`src/breath_phase_tracker_top_defines.svh`:
```
// Assertion macros used by breath_phase_tracker_top.
`ifndef BREATH_PHASE_TRACKER_TOP_DEFINES_SVH
`define BREATH_PHASE_TRACKER_TOP_DEFINES_SVH
`define BPT_ASSERT(lbl, clk, rstn, prop, msg) \
  lbl: assert property (@(posedge clk) disable iff (!rstn) (prop)) else $error(msg);
`define BPT_ASSERT_KNOWN(lbl, clk, rstn, sig, msg) \
  lbl: assert property (@(posedge clk) disable iff (!rstn) !$isunknown(sig)) else $error(msg);
`endif

```
`src/bpt_pkg.sv`:
```
`timescale 1ns / 1ps
package bpt_pkg;
  localparam int RingDepth = 16;
  localparam int RingAw = $clog2(RingDepth);
  localparam int FlowW = 20;
  localparam logic [1:0] CfgTrigger = 2'd0;
  localparam logic [1:0] CfgCycle = 2'd1;
  localparam logic [1:0] CfgSmooth = 2'd2;
  localparam logic [1:0] CfgGap = 2'd3;
  localparam logic [31:0] RstVolPeak = 32'd460800;
  localparam logic [19:0] RstInPeak = 20'sd6400;
  localparam logic [19:0] RstExPeak = -20'sd6400;
  localparam logic [23:0] RstInTime = 24'd40960;
  localparam logic [23:0] RstExTime = 24'd51200;
endpackage

```
`src/bpt_ram.sv`:
```
`timescale 1ns / 1ps
module bpt_ram #(
  parameter int Width = 8,
  parameter int Depth = 16
) (
  input  logic                     clk_i,
  input  logic                     we_i,
  input  logic [$clog2(Depth)-1:0] waddr_i,
  input  logic [Width-1:0]         wdata_i,
  input  logic [$clog2(Depth)-1:0] raddr_i,
  output logic [Width-1:0]         rdata_o
);
  logic [Width-1:0] mem_q [Depth];
  always_ff @(posedge clk_i) begin
    if (we_i) begin
      mem_q[waddr_i] <= wdata_i;
    end
    rdata_o <= mem_q[raddr_i];
  end
endmodule

```
`src/breath_phase_tracker_top.sv`:
```
`timescale 1ns / 1ps
// Channel | Dir | Group                  | Payload
// input   | in  | s_axis_t*              | tdata flow, progress, support, time
// output  | out | m_axis_t*              | tdata counters and averages, tuser flags
// config  | in  | cfg_we_i/idx/data      | four registers, no read-back
// Each accepted item runs StRead, which reads the eight newest ring samples through
// the single read port, StBlend, which blends five averages one by one, StCalc, which
// updates the tracker, and StOut, which raises m_axis_tvalid, before the next is taken.
// After reset the ring holds undefined data; the fill count masks it.
// A result waits in the output registers while m_axis_tready is low; the next item
// is taken and read, then holds before its blend cycles until that result has gone.
module breath_phase_tracker_top (
  input  logic         clk_i,
  input  logic         rst_ni,
  input  logic         s_axis_tvalid,
  output logic         s_axis_tready,
  // flow[19:0], progress[35:20], support[51:36], time[83:52], zero fill
  input  logic [87:0]  s_axis_tdata,
  output logic         m_axis_tvalid,
  input  logic         m_axis_tready,
  // trigger_count[15:0], cycle_count[31:16], breath_total[47:32],
  // latched_support[63:48], avg_volume_peak[95:64], avg_inhale_ticks[119:96],
  // avg_exhale_ticks[143:120], avg_inhale_peak[163:144],
  // avg_exhale_peak[183:164]
  output logic [183:0] m_axis_tdata,
  // inhaling[0], phase_started[1], breath_valid[2]
  output logic [2:0]   m_axis_tuser,
  input  logic         cfg_we_i,
  input  logic [1:0]   cfg_idx_i,
  input  logic [31:0]  cfg_data_i
);
  import bpt_pkg::*;

  localparam logic [2:0] StIdle  = 3'd0;
  localparam logic [2:0] StRead  = 3'd1;
  localparam logic [2:0] StBlend = 3'd2;
  localparam logic [2:0] StCalc  = 3'd3;
  localparam logic [2:0] StOut   = 3'd4;

  logic [19:0] trig_q; logic [15:0] cfrac_q, smooth_q; logic [31:0] gap_q;
  always_ff @(posedge clk_i or negedge rst_ni) begin
    if (!rst_ni) begin
      trig_q <= 20'd512; cfrac_q <= 16'd16384; smooth_q <= 16'd13107; gap_q <= 32'd100000;
    end else if (cfg_we_i) begin
      case (cfg_idx_i)
        CfgTrigger: trig_q <= cfg_data_i[19:0];
        CfgCycle: cfrac_q <= cfg_data_i[15:0];
        CfgSmooth: smooth_q <= cfg_data_i[15:0];
        CfgGap: gap_q <= cfg_data_i;
        default: ;
      endcase
    end
  end

  logic [2:0] st_q;
  logic [3:0] cnt_q;
  logic signed [19:0] flow_q; logic [15:0] prog_q, sup_q; logic [31:0] now_q;
  logic [RingAw-1:0] ptr_q; logic [3:0] fill_q; logic [31:0] ptime_q;
  logic primed_q, phigh_q, inh_q, valid_q, started_q;
  logic [15:0] tcnt_q, ccnt_q, bcnt_q, slat_q;
  logic [31:0] vol_q, volpk_q; logic signed [19:0] ipk_q, epk_q;
  logic [15:0] iti_q, eti_q;
  logic [31:0] rvol_q; logic signed [19:0] rip_q, rep_q; logic [23:0] rit_q, ret_q;
  logic signed [23:0] dsum_q;
  logic [2:0] bidx_q;
  logic rst_now_q;
  logic vok_q;

  logic ram_we; logic [RingAw-1:0] raddr; logic [19:0] rdata;
  assign ram_we = (st_q == StIdle) && s_axis_tvalid && s_axis_tready;
  assign raddr = ptr_q - RingAw'(cnt_q[2:0]);
  bpt_ram #(.Width(FlowW), .Depth(RingDepth)) u_ring (
    .clk_i, .we_i(ram_we), .waddr_i(ptr_q), .wdata_i(s_axis_tdata[19:0]),
    .raddr_i(raddr), .rdata_o(rdata));

  assign s_axis_tready = (st_q == StIdle);

  function automatic logic signed [35:0] blend_f(input logic signed [33:0] old,
      input logic signed [33:0] fresh, input logic [15:0] c);
    logic signed [51:0] p;
    p = 52'(fresh - old) * $signed({1'b0, c}) + 52'sd32768;
    return 36'(old) + 36'(p >>> 16);
  endfunction

  // Effective per-item state after a restart is folded in.
  logic restart;
  assign restart = !primed_q || ((now_q - ptime_q) > gap_q);
  logic high, chk_ok, blend_go;
  assign high = prog_q > 16'd32768;
  assign chk_ok = (eti_q > 16'd70) && ({eti_q, 8'd0, 2'd0} + {eti_q, 8'd0} >
                  27'({ret_q, 1'b0} + ret_q)) && (iti_q > 16'd70);
  assign blend_go = !rst_now_q && phigh_q && (prog_q < 16'd32768) && vok_q;

  always_ff @(posedge clk_i or negedge rst_ni) begin
    logic ph, inh, vf, stv; logic [15:0] ti, te, tc, cc, bc;
    logic [31:0] vo, vp; logic signed [19:0] ip, ep;
    logic signed [33:0] v; logic signed [24:0] tr;
    logic signed [36:0] cl, cr;
    logic signed [33:0] bo, bf; logic signed [35:0] bres;
    if (!rst_ni) begin
      st_q <= StIdle; cnt_q <= '0; ptr_q <= '0; fill_q <= '0; primed_q <= 1'b0;
      m_axis_tvalid <= 1'b0; ptime_q <= '0;
      phigh_q <= 1'b0; inh_q <= 1'b0; valid_q <= 1'b0; tcnt_q <= '0; ccnt_q <= '0;
      bcnt_q <= '0; slat_q <= '0; vol_q <= '0; volpk_q <= '0; ipk_q <= '0;
      epk_q <= '0; iti_q <= '0; eti_q <= '0; rvol_q <= RstVolPeak;
      rip_q <= RstInPeak; rep_q <= RstExPeak; rit_q <= RstInTime; ret_q <= RstExTime;
      dsum_q <= '0; started_q <= 1'b0; rst_now_q <= 1'b0; bidx_q <= '0; vok_q <= 1'b0;
    end else begin
      if (m_axis_tvalid && m_axis_tready) m_axis_tvalid <= 1'b0;
      case (st_q)
        StIdle: if (ram_we) begin
          flow_q <= s_axis_tdata[19:0]; prog_q <= s_axis_tdata[35:20];
          sup_q <= s_axis_tdata[51:36]; now_q <= s_axis_tdata[83:52];
          cnt_q <= '0; dsum_q <= '0; st_q <= StRead;
        end
        StRead: begin
          // Restart decision is fixed on the first read cycle.
          if (cnt_q == 4'd0) rst_now_q <= restart;
          // Read data is registered in the RAM, so each value belongs to the previous read address; index cnt-1.
          if (cnt_q != 4'd0) begin
            if (cnt_q <= 4'd4) dsum_q <= dsum_q + 24'($signed(rdata));
            else dsum_q <= dsum_q - 24'($signed(rdata));
          end
          if (cnt_q == 4'd8) begin
            if (rst_now_q) begin
              ptr_q <= ptr_q + 1'b1 - ptr_q; fill_q <= 4'd1;
            end else begin
              ptr_q <= ptr_q + 1'b1;
              if (fill_q < 4'd15) fill_q <= fill_q + 1'b1;
            end
            vok_q <= chk_ok; bidx_q <= '0; st_q <= StBlend;
          end
          cnt_q <= cnt_q + 1'b1;
        end
        StBlend: if (!m_axis_tvalid) begin
          case (bidx_q)
            3'd0: begin bo = 34'(rvol_q); bf = 34'(volpk_q); end
            3'd1: begin bo = 34'(rep_q); bf = 34'(epk_q); end
            3'd2: begin bo = 34'(rip_q); bf = 34'(ipk_q); end
            3'd3: begin bo = 34'(rit_q); bf = 34'({iti_q, 8'd0}); end
            default: begin bo = 34'(ret_q); bf = 34'({eti_q, 8'd0}); end
          endcase
          bres = blend_f(bo, bf, smooth_q);
          if (blend_go) begin
            case (bidx_q)
              3'd0: rvol_q <= 32'(bres);
              3'd1: rep_q <= 20'(bres);
              3'd2: rip_q <= 20'(bres);
              3'd3: rit_q <= 24'(bres);
              default: ret_q <= 24'(bres);
            endcase
          end
          bidx_q <= bidx_q + 1'b1;
          if (bidx_q == 3'd4) st_q <= StCalc;
        end
        StCalc: if (!m_axis_tvalid) begin
          ph = rst_now_q ? high : phigh_q;
          inh = rst_now_q ? 1'b0 : inh_q; vf = rst_now_q ? 1'b0 : valid_q;
          ti = rst_now_q ? '0 : iti_q; te = rst_now_q ? '0 : eti_q;
          tc = rst_now_q ? '0 : tcnt_q; cc = rst_now_q ? '0 : ccnt_q;
          bc = rst_now_q ? '0 : bcnt_q;
          vo = rst_now_q ? '0 : vol_q; vp = rst_now_q ? '0 : volpk_q;
          ip = rst_now_q ? '0 : ipk_q; ep = rst_now_q ? '0 : epk_q;
          if (rst_now_q) begin
            rvol_q <= RstVolPeak; rip_q <= RstInPeak;
            rep_q <= RstExPeak; rit_q <= RstInTime; ret_q <= RstExTime;
          end
          stv = 1'b0;
          if (ph && prog_q < 16'd32768) begin
            inh = 1'b1; stv = 1'b1; tc = '0; cc = '0; bc = bc + 1'b1;
            slat_q <= sup_q;
            vf = vok_q;
            vo = '0; vp = '0; ip = '0; ep = '0; ti = '0; te = '0;
          end else if (!ph && high) begin
            inh = 1'b0; stv = 1'b1; tc = '0; cc = '0; slat_q <= sup_q;
          end else if (rst_now_q) begin
            slat_q <= '0;
          end
          if (inh) begin
            if (ti != 16'hFFFF) ti = ti + 1'b1;
            if (flow_q > ip) ip = flow_q;
            cl = 37'($signed({flow_q, 16'd0}));
            cr = 37'(ip * $signed({1'b0, cfrac_q}));
            if (cl < cr) begin if (cc != 16'hFFFF) cc = cc + 1'b1; end
            else if (cc != 16'd0) cc = cc - 1'b1;
          end else begin
            if (te != 16'hFFFF) te = te + 1'b1;
            if (flow_q < ep) ep = flow_q;
            tr = 25'($signed(trig_q));
            if ((25'(flow_q) > tr) || ((25'(flow_q) <<< 1) +
                ((fill_q >= 4'd9 && !rst_now_q) ? 25'(dsum_q) : 25'sd0) > (tr <<< 1))) begin
              if (tc != 16'hFFFF) tc = tc + 1'b1;
            end else tc = '0;
          end
          v = $signed({2'b0, vo}) + 34'(flow_q);
          if (v < 0) vo = '0; else if (v > 34'sh0FFFFFFFF) vo = '1; else vo = v[31:0];
          if (vo > vp) vp = vo;
          started_q <= stv;
          inh_q <= inh; valid_q <= vf; iti_q <= ti; eti_q <= te; tcnt_q <= tc;
          ccnt_q <= cc; bcnt_q <= bc; vol_q <= vo; volpk_q <= vp; ipk_q <= ip;
          epk_q <= ep; phigh_q <= high; ptime_q <= now_q; primed_q <= 1'b1;
          st_q <= StOut;
        end
        StOut: begin
          m_axis_tvalid <= 1'b1; st_q <= StIdle;
        end
        default: st_q <= StIdle;
      endcase
    end
  end

  assign m_axis_tdata = {rep_q, rip_q, ret_q, rit_q, rvol_q, slat_q, bcnt_q, ccnt_q, tcnt_q};
  assign m_axis_tuser = {valid_q, started_q, inh_q};

  `include "breath_phase_tracker_top_defines.svh"
  `BPT_ASSERT(a_no_accept_busy, clk_i, rst_ni, (st_q != StIdle) |-> !s_axis_tready, "ready while busy")
  `BPT_ASSERT(a_out_hold, clk_i, rst_ni, (m_axis_tvalid && !m_axis_tready) |=> m_axis_tvalid, "result dropped")
  `BPT_ASSERT_KNOWN(a_out_valid_known, clk_i, rst_ni, m_axis_tvalid, "output valid unknown")
endmodule
```
`config.mk`:
```
export PLATFORM = sky130hd
export DESIGN_NAME = breath_phase_tracker_top
export DESIGN_NICKNAME = d
export VERILOG_FILES = /design/src/bpt_pkg.sv /design/src/bpt_ram.sv /design/src/breath_phase_tracker_top.sv
export VERILOG_INCLUDE_DIRS = /design/src /design/src/src
export SDC_FILE = /design/constraint.sdc
export NUM_CORES = 2
export LEC_CHECK = 0
export BUFFER_PORTS_ARGS = -buffer_cell sky130_fd_sc_hd__buf_2
export CAP_MARGIN = 20
export CORE_MARGIN = 2
export CORE_UTILIZATION = 28
export DETAILED_ROUTE_END_ITERATION = 8
export PLACE_DENSITY = 0.47
export SETUP_SLACK_MARGIN = 0.4
export SKIP_CTS_REPAIR_TIMING = 1
export SYNTH_ARGS = -nofsm -noshare
export SYNTH_HDL_FRONTEND = slang
export SYNTH_HIERARCHICAL = 1
export SYNTH_SLANG_ARGS = --single-unit
```
`constraint.sdc`:
```
create_clock -name clk_i -period 12.4 [get_ports clk_i]
set_input_delay 1.24 -clock clk_i [delete_from_list [all_inputs] [get_ports clk_i]]
set_output_delay 1.24 -clock clk_i [all_outputs]
set_load 0.005 [all_outputs]
```
==> run_results.csv <==
group,metric,value,unit
run_status,status,"finished with violations",
run_status,violations,"negative setup slack",
drt,detail_route.wl_per_cell,20.9,um
timing,finalHoldViolCount,0,
drt,drtAntennaViolNets,0,
synthesis,yosysTopAreaCellShare,0.202,
drt,drt-initial-drc-count,4014,
synthesis,synth.most_common_cell,"nand2_1",
timing,fin_crit,12.43,ns
synthesis,ys_types,98,
drt,drc,0,
floorplan,row_count,199,
grt,grt.total_usage,0.182,
timing,rsz0062_at_grt,"true",
timing,holdWs,0.343,ns
worst_setup_path,required,13.13,ns
placed_design,gp_congestion,0.878,
timing,finalMaxSlewViolations,0,
synthesis,yosys_warnings,6,
timing,setup-violations-final,1,
floorplan,dieArea,299000,um2
placed_design,place_inst,12900,
worst_setup_path,cp_top_family,"adder cells",
clocking,tritoncts,"done",
synthesis,synthTopCellsByCount,"nand2_1, inv_1, fa_1",
layout,fin_util,0.337,
synthesis,synth_cells,8370,
worst_setup_path,crit_type,"reg -> reg",
clocking,htree_levels,3,
drt,viasPerCell,4.82,
timing,worst_pin_slew,1.05,ns
worst_setup_path,timing.rr.end,"rvol_q[31]",
layout,fin_cells,13200,
clocking,clk-insertion-delay-late,0.92,ns
drt,drt-total-wl,275000,um
worst_setup_path,rrSetupSlack,-0.03,ns
timing,min_period_over_period,1.00,
worst_setup_path,cp.arrival,13.17,ns
layout,fin_nets,10800,
synthesis,synth-edff-count,404,
grt,grt_pass1_vias,66400,
clocking,cts_sinks,910,
synthesis,ys_top_cells_by_area,"fa_1, edfxtp_1, dfrtp_1",
layout,synthToLayoutAreaGrowth,19.9,%
grt,grt_max_degree,89,
grt,antenna_found_initial,23,
clocking,cts_inserted_buffers,112,
placed_design,dpl_worst_slack,-0.710,ns
clocking,clk_pin_slew,0.06,ns
worst_setup_path,cp.depth,56,
floorplan,core,293000,um2
floorplan,dieHeight,547,um
grt,grt-ovfl-total,0,
worst_setup_path,cp-endpoint,"rvol_q[31]",
worst_setup_path,crit_top_cell,"fa_1",
worst_setup_path,critPathMaxStageDelay,0.65,ns
synthesis,synth_flop_cell,"dfrtp_1",
timing,clock_skew,0.135,ns
min_path,hp-class,"in -> async",
worst_setup_path,critical_path_buf_inv_count,10,
synthesis,synth_area,82400,um2
synthesis,syn_avg_cell_area,9.85,um2
layout,drive_gt1_frac,0.182,
run,maxCapViolCount,0,
worst_setup_path,crit_path_end_kind,"flop",
placed_design,dp_hpwl,212000,um
drt,drtPass1Iterations,6,
placed_design,port_buffers,311,
synthesis,synth_area_leader_cell,"fa_1",
synthesis,async_reset_ff_frac,0.534,
worst_setup_path,worstPathMaxFanout,7,
worst_setup_path,rr_startpoint,"bidx_q[1]",
timing,max_freq,0.0804,GHz
timing,fin_ws,-0.0336,ns
floorplan,ios,316,
grt,grt_pass1_wl,418000,um
worst_setup_path,worst_setup_path_start_kind,"flop",
drt,num_vias,63400,
floorplan,initial_core_util,0.281,
floorplan,die_w,547,um
synthesis,synth_seq_area_share,0.300,
clocking,cts_buffer_depth,4,
synthesis,ys_ff_latch,910,
timing,relSlewSlack,0.296,
worst_setup_path,r2r_cells,56,
worst_setup_path,crit_path_start,"bidx_q[1]",
clocking,root_buffer,"clkbuf_16",
worst_setup_path,slowest_stage,"or4_4",
synthesis,syn_nets,9986,
==> state kept, by name (all words and copies together) (netlist names), 20 cells and up <==
| name | count |
|---|---|
| dsum_q | 24 |
| epk_q | 20 |
| flow_q | 20 |
| gap_q | 32 |
| ipk_q | 20 |
| now_q | 32 |
| ptime_q | 32 |
| rep_q | 20 |
| ret_q | 24 |
| rip_q | 20 |
| rit_q | 24 |
| rvol_q | 32 |
| trig_q | 20 |
| u_ring/mem_q | 320 |
| u_ring/rdata_o | 20 |
| vol_q | 32 |
| volpk_q | 32 |
==> cell type report <==
type,count,area (um2)
Timing Repair Buffer,1009,7390
Tap cell,3919,4900
Sequential cell,910,24700
Clock inverter,67,729
Fill cell,30100,194000
Multi-Input combinational cell,6005,53900
Clock buffer,139,3020
Inverter,1108,4170
Antenna cell,5,12.5
==> cells in the final DEF (no fill, tap or decap), types with 38 or more instances in the layout <==
cell type,instances
nand3_1,105
o21a_1,82
mux4_2,64
xnor2_1,186
nand4_1,70
edfxtp_1,404
a22oi_1,114
xor2_1,115
fa_1,821
and2_1,459
nor2_1,308
nor2b_1,110
a31oi_1,56
clkbuf_16,117
o31ai_1,38
nand2_1,1204
nand2b_1,80
inv_1,1090
dfstp_2,38
buf_2,310
a21o_1,148
ha_1,622
dfrtp_1,444
o21ai_0,272
a21oi_1,254
o21ai_1,51
a22o_1,62
mux2_2,73
buf_4,625
and3_1,40
nor3_1,72
==> metal layers <==
| metal | GRT usage | vias up | part of all wire |
|---|---|---|---|
| met5 | 0 | - | 0.00032 |
| met1 | 0.241 | 32200 | 0.44 |
| met2 | 0.310 | 1468 | 0.48 |
| met4 | 0.0525 | 14 | 0.030 |
| li1 | - | 29300 | - |
| met3 | 0.0231 | 358 | 0.046 |
==> through the flow <==
step	setup TNS [ns]	instance area, um2
3_3_place_gp	-5.23	92800
5_1_grt	-1.99	98900
6_report	-0.0336	98900
3_5_place_dp	-6.61	92800
4_1_cts	-8.93	96500
2_1_floorplan	0	82700
==> cell families after synthesis <==
family / after synthesis / share of synthesized area
AND/OR/NAND/NOR: 2633 / 0.151
adder cells (fa/ha/maj): 1489 / 0.302
buffers and inverters: 1455 / 0.0674
AO/OA/AOI/OAI: 1364 / 0.107
flip-flops: 910 / 0.300
XOR/XNOR: 327 / 0.0353
multiplexers: 192 / 0.0373
==> worst min path at each step <==
stage,from,to,slack [ns],depth (start not counted)
floorplan,primed_q,primed_q,0.43,1
CTS,rst_ni,ptr_q[2],0.37,1
global route,rst_ni,bcnt_q[1],0.40,1
detailed placement,primed_q,primed_q,0.45,1
global placement,primed_q,primed_q,0.45,1
finish,rst_ni,bcnt_q[1],0.34,1
Power is left out: the tool's default activity adds up to more than one toggle a clock period on the data nets, which glitch-free logic cannot reach.
